==> config.mk <==
export PLATFORM = sky130hd
export DESIGN_NAME = plin_queue
export DESIGN_NICKNAME = d
export VERILOG_FILES = /design/src/rtl/core/plin_pkg.sv /design/src/rtl/core/plin_queue.sv
export SDC_FILE = /design/constraint.sdc
export NUM_CORES = 1
export LEC_CHECK = 0
export ABC_AREA = 1
export BUFFER_PORTS_ARGS = -buffer_cell sky130_fd_sc_hd__buf_2
export CORE_MARGIN = 2
export CORE_UTILIZATION = 40
export DETAILED_ROUTE_END_ITERATION = 8
export SLEW_MARGIN = 25
export SYNTH_ARGS = -nofsm -noshare
export SYNTH_HDL_FRONTEND = slang
export SYNTH_SLANG_ARGS = --single-unit
==> constraint.sdc <==
create_clock -name i_clk -period 11.1 [get_ports i_clk]
set_clock_uncertainty 0.2 [all_clocks]
set_input_delay 0.555 -clock i_clk [delete_from_list [all_inputs] [get_ports i_clk]]
set_output_delay 0.555 -clock i_clk [all_outputs]
set_load 0.02 [all_outputs]
==> src/rtl/core/plin_pkg.sv <==
// ----------------------------------------------------------------------------
// plin_pkg
// Shared widths, reset value and the queued job type for the line
// intersection unit.
// ----------------------------------------------------------------------------
package plin_pkg;

    localparam int CW        = 32;
    localparam int FB        = 16;
    localparam int THR_W     = 63;
    localparam logic [THR_W-1:0] THR_RESET = 63'd43;

    localparam int DIFF_W    = CW + 1;
    localparam int PROD_W    = 2 * CW;
    localparam int NPROD_W   = DIFF_W + CW;
    localparam int D_W       = PROD_W + 1;
    localparam int N_W       = NPROD_W + 1;
    localparam int DMAG_W    = PROD_W + 1;
    localparam int NMAG_W    = NPROD_W;
    localparam int NLO_W     = CW + 1;
    localparam int NHI_W     = NMAG_W - NLO_W;
    localparam int PLO_W     = CW + NLO_W;
    localparam int PHI_W     = CW + NHI_W;
    localparam int B2_W      = DMAG_W + 1;
    localparam int QB        = CW + 3;
    localparam int RW        = B2_W + QB;
    localparam int SW        = QB + 2;
    localparam int DIV_DEPTH = QB + 1;

    localparam int QDEPTH    = 4;
    localparam int QAW       = $clog2(QDEPTH);

    typedef struct packed {
        logic signed [CW-1:0]  pt_x;
        logic signed [CW-1:0]  pt_y;
        logic [CW-1:0]         dmag_x;
        logic [CW-1:0]         dmag_y;
        logic                  dneg_x;
        logic                  dneg_y;
        logic [NMAG_W-1:0]     n_mag;
        logic                  n_neg;
        logic [DMAG_W-1:0]     d_mag;
        logic                  d_neg;
        logic                  par;
    } t_job;

endpackage

==> src/rtl/core/plin_queue.sv <==
// ----------------------------------------------------------------------------
// plin_queue
// Short job queue between the classifying front and the dividing back.
// ----------------------------------------------------------------------------
module plin_queue (
    input  logic           i_clk,
    input  logic           i_rst_n,
    input  logic           i_push,
    input  plin_pkg::t_job i_job,
    input  logic           i_pop,
    output logic           o_full,
    output logic           o_empty,
    output plin_pkg::t_job o_job
);
    import plin_pkg::*;

    t_job             r_mem [QDEPTH];
    logic [QAW-1:0]   r_wr, r_rd;
    logic [QAW:0]     r_cnt;

    assign o_full  = (r_cnt == (QAW+1)'(QDEPTH));
    assign o_empty = (r_cnt == '0);
    assign o_job   = r_mem[r_rd];

    always_ff @(posedge i_clk) begin
        if (!i_rst_n) begin
            r_wr  <= '0;
            r_rd  <= '0;
            r_cnt <= '0;
        end else begin
            if (i_push) begin
                r_wr <= r_wr + 1'b1;
            end
            if (i_pop) begin
                r_rd <= r_rd + 1'b1;
            end
            if (i_push && !i_pop) begin
                r_cnt <= r_cnt + 1'b1;
            end else if (i_pop && !i_push) begin
                r_cnt <= r_cnt - 1'b1;
            end
        end
    end

    always_ff @(posedge i_clk) begin
        if (i_push) begin
            r_mem[r_wr] <= i_job;
        end
    end

endmodule

### Word-level counts from Yosys, hierarchy flattened

Memory sizes are Yosys's and may differ from the RTL's. A register that Yosys moved wholly into a read port is not among the register bits.
Index checks and enable logic that the tools add are counted.

| word-level totals | value |
|---|---|
| word-level logic and storage cells | 21 |
| bits of input ports | 267 |
| RAM bits | 1052 |
| output and inout bits | 265 |
| flip-flop bits (word level) | 7 |
| bits in latches | 0 |
| memories | 1 |
| bits in read-only memories | 0 |

Memory list:

| memory | words | bits a word | read ports | clocked after memory_dff | wr ports | line | source |
|---|---|---|---|---|---|---|---|
| r_mem | 4 | 263 | 1 | 1 | 1 | plin_queue.sv:17 | `t_job r_mem [QDEPTH];` |

| operators by class | value |
|---|---|
| mux-type cells | 6 |
| magnitude comparators | 0 |
| multiply operators | 0 |
| add/sub/neg operators | 4 |
| div/mod/pow operators | 0 |
| equality and inequality tests | 1 |
| reduce and logical (&&, ||, !) cells | 6 |
| bitwise logic cells | 0 |
| shifts and indexed selects | 0 |

Operators with widths:

| kind | count |
|---|---|
| $mux W3 | 2 |
| $add A2 B1 Y2 const B | 2 |
| $mux W2 | 2 |
| $add A3 B1 Y3 const B | 1 |
| $eq A3 B3 Y1 const B | 1 |
| $logic_not A3 Y1 | 1 |
| $sub A3 B1 Y3 const B | 1 |
| $logic_and A1 B1 Y1 | 2 |
| $logic_not A1 Y1 | 2 |
| $mux W1 | 2 |
| $reduce_bool A2 Y1 | 1 |

### Longest topological paths before layout

| depth | value |
|---|---|
| word-level depth | 4 |
| depth in mapped cells | 10 |
| mapped depth without buffers | 10 |

### Worst setup path after synthesis

OpenSTA, ideal clock, no wires.

| timing | value |
|---|---|
| path type | input-to-reg |
| start | input i_push |
| end | memory r_mem[0][0] (netlist name), enable pin |
| data required time | 10.286 ns |
| slack | 4.656 ns |
| arrival time | 5.630 ns |
| path buffers | 0 |
| stages on the path | 2 |
| setup time | 0.614 ns |
| path through | nand2_1 inv_1 |

| on the way | value |
|---|---|
| longest elaborated chain between the ends | 2 |

Ends and longest elaborated chain:

| item | line | source |
|---|---|---|
| from (decl) | plin_queue.sv:8 | `input logic i_push,` |
| $mux W1 | plin_queue.sv:46 | `if (i_push) begin` |
| $mux W1 (implied by the code) | plin_queue.sv:47 | `r_mem[r_wr] <= i_job;` |
| to (decl) | plin_queue.sv:17 |  |

No other way between the ends.

==> PnR_summary.wiki <==
{| class="wikitable"
! Metric !! Value
|-
| Fin crit share || 40.4%
|-
| Leakage || 17.0 nW
|-
| Count of yosys warnings during synthesis || 0
|-
| Max clock buf depth || 3
|-
| Maximum number of pins on one net before global-route repair || 216
|-
| Standard cell core area || 96700 um^2
|-
| Per-cell routed wire length || 19.7 um
|-
| Highest fanout seen on the critical path || 215
|-
| Number of design-rule violations left by the first detailed-router iteration || 1833
|-
| Final count of negative-setup-slack endpoints || 0
|-
| Element type at the critical path end || output port
|-
| IO buf count || 531
|-
| Via/cell ratio || 5.11
|-
| Cell Rows || 114
|-
| Area of the die || 100000 um^2
|-
| Buffers & Inverters on Critical Path || 3
|-
| Max Clock Freq || 0.223 GHz
|-
| Worst-skew pair later-pin latency || 670 ps
|-
| Combinational cell fraction of total power || 10.5%
|-
| Number of iterations in the first detailed-routing pass || 5
|-
| Effective utilization at floorplan || 40.4%
|-
| Depth of the CTS H-tree || 3
|-
| Ordered cell list for the critical path || buf_12 -> buf_4 -> o21ai_0 -> o22ai_1 -> buf_2
|-
| Aggregate global-route resource usage || 17.9%
|-
| Setup repair after global routing missed its margin || no
|-
| Critical path type || reg2out
|-
| Sw Share || 24.2%
|-
| Fillcell total || 8177
|-
| Proportion of layout cells with a drive suffix above 1 || 21.0%
|-
| Count of nets left with antenna violations after detail routing || 0
|-
| Area growth from synthesis to layout || 25.3%
|-
| Sum of negative setup slack || 0 ps
|-
| Part of the total power dissipated in the clock network || 38.7%
|-
| Sequential cell area fraction in the yosys report || 81.3%
|-
| Via count of the first global-routing pass || 23300
|-
| Count of maximum capacitance violations || 0
|-
| Floorplan die width || 316 um
|-
| Crit path arrival time || 3730 ps
|-
| Net count of the mapped netlist || 2874
|-
| Drt drc || 0
|-
| Utilization of the core after routing || 50.6%
|-
| Count of mapped cells out of synthesis || 2601
|-
| Slowest stage cell on the critical path || buf_4
|-
| Number of CTS-inserted buffers || 106
|-
| Internal power || 6.90 mW
|-
| Clock Sink Count || 1061
|-
| Clock tree root driver cell || clkbuf_16
|-
| Run status || completed
|-
| Slew at the pin closest to its max-slew limit || 1090 ps
|-
| Global route total overflow || 0
|-
| Power dissipated by switching net loads || 2.20 mW
|-
| Sequential cell area in the final layout || 31800 um^2
|-
| Number of ports placed on the die boundary || 532
|-
| Area used by multi-input combinational logic || 6460 um^2
|-
| Hpwl dp || 50400 um
|-
| Type of the tightest min-delay check || in2reg
|-
| Worst EP required || 10350 ps
|-
| Antenna violations before repair || 13
|-
| Final RePlAce weighted congestion || 0.747
|-
| Crit path largest cell delay || 840 ps
|-
| Final number of hold-violating endpoints || 0
|-
| CTS tree || yes
|-
| Die height || 316 um
|-
| Post-CTS setup repair buffer count || 0
|-
| Peak supply drop || 0.206 mV
|-
| Most frequent standard cell in the layout excluding fill and tap cells || edfxtp_1
|-
| Critical path launch point type || register
|-
| Family with the most delay on the worst path || buffers and inverters
|-
| Max-slew violations || 0
|-
| Count of unique library cells instantiated by Yosys || 18
|-
| Cell area after technology mapping || 39100 um^2
|-
| Commonest non-fill, non-tap cells in the layout || 1052 x edfxtp_1, 532 x o21ai_0, 531 x nor2_1, 531 x buf_2, 265 x dlygate4sd3_1
|-
| Fin nets || 3628
|-
| Flop pwr share || 50.8%
|-
| Final wirelength || 93300 um
|-
| Worst rel slew slack || 27.0%
|-
| First-pass GRT wire length || 138000 um
|-
| Avg Cell Area, Syn || 15.0 um^2
|-
| Minimum clock period after layout || 4480 ps
|-
| Power density relative to cell area || 186 nW/um^2
|-
| Clock transition at the registers of the reported paths || 60 ps
|-
| Detailed-route via count || 24200
|-
| Number of synthesized register bits || 1061
|}
-- cell type report --
type	count	share of cell area, %
antenna	7	0.0358
clock buffer	127	5.66
clock inverter	73	1.39
inverter	17	0.222
multi-input combinational	1349	13.2
sequential	1061	64.9
tap	1276	3.26
timing repair buffer	820	11.3
-- kinds of logic after synthesis --
family	synth area share, %
AOI/OAI and AO/OA	11.1
adders and majority gates	0.211
buffers and inverters	2.12
DFF	81.3
and+or+nand+nor	5.24
-- layer usage --
metal  wire length [um]  vias to the layer above  part of all wire [%]  global-route usage [%]
li1                   -                    11400                     -                       -
met1              38000                    11900                    41                    22.6
met2              46100                      673                    49                    30.0
met3               6480                      163                   6.9                    4.89
met4               2670                       10                   2.9                    5.87
met5                 66                        -                 0.071                       0
-- through the flow --
stage / area [um^2] / worst slack, ps / instances / hold WS, ps / power, mW
6_report: 49000 / 6620 / 4730 / 57.1 / 9.11
5_1_grt: 48900 / 6320 / 4729 / 50.3 / 9.43
4_1_cts: 48900 / 6510 / 4723 / 2.71 / 9.19
3_5_place_dp: 42800 / 7230 / 4258 / 225 / 5.60
3_3_place_gp: 42800 / 7120 / 4257 / 214 / 5.59
2_1_floorplan: 39100 / 4660 / 2601 / 212 / 5.25
-- cells in the mapped netlist --
master / count / share of area (%)
clkbuf_1: 114 / 1.1
a21oi_1: 4 / 0.051
nand4_1: 1 / 0.016
o22ai_1: 263 / 4.2
inv_2: 1 / 0.0096
nand2_1: 9 / 0.086
nor2_1: 531 / 5.1
fa_1: 1 / 0.051
o21ai_0: 532 / 6.8
edfxtp_1: 1052 / 81
inv_1: 16 / 0.15
ha_1: 5 / 0.16
nor3_1: 2 / 0.026
buf_4: 9 / 0.17
nand3_1: 1 / 0.013
dfxtp_1: 9 / 0.46
buf_6: 2 / 0.058
buf_2: 49 / 0.63
-- worst register-to-register path: stages (launching register included) --
cell     delay, ps
dfxtp_1        330
inv_1          120
ha_1           160
nand2_1        120
inv_8          580
buf_4          870
buf_4          820
-- registers in the layout (all words and copies together), names as in the netlist, named ones only --
| register | count |
|---|---|
| r_cnt | 3 |
| r_rd | 2 |
| r_mem | 1052 |
| r_wr | 2 |
-- path summary, 6_finish.rpt --
check	start	end	slack, ps	depth (start not counted)
worst min register to register	r_rd[1]	register	230	1
worst max-delay path	register	o_job[76]	6620	5
worst max register to register	r_wr[0]	r_mem[0][147]	7440	6
worst min-delay path	i_push	r_wr[0]	60	3
-- power by group through the flow --
stage,registers [mW],clock network [mW],logic (mW)
after floorplan,4.74,0,0.516
after global placement,4.71,0,0.883
after detailed placement,4.71,0,0.889
after CTS,4.63,3.60,0.972
after global routing,4.64,3.75,1.04
final,4.63,3.52,0.959
-- repair_timing --
action                                 in CTS  in global routing
hold buffers                              265                  0
resized for setup                           0                  0
endpoints found under the hold margin    1061                  0
setup endpoints to repair                   0                  0
No activity file was read; power rests on OpenSTA's default activity.
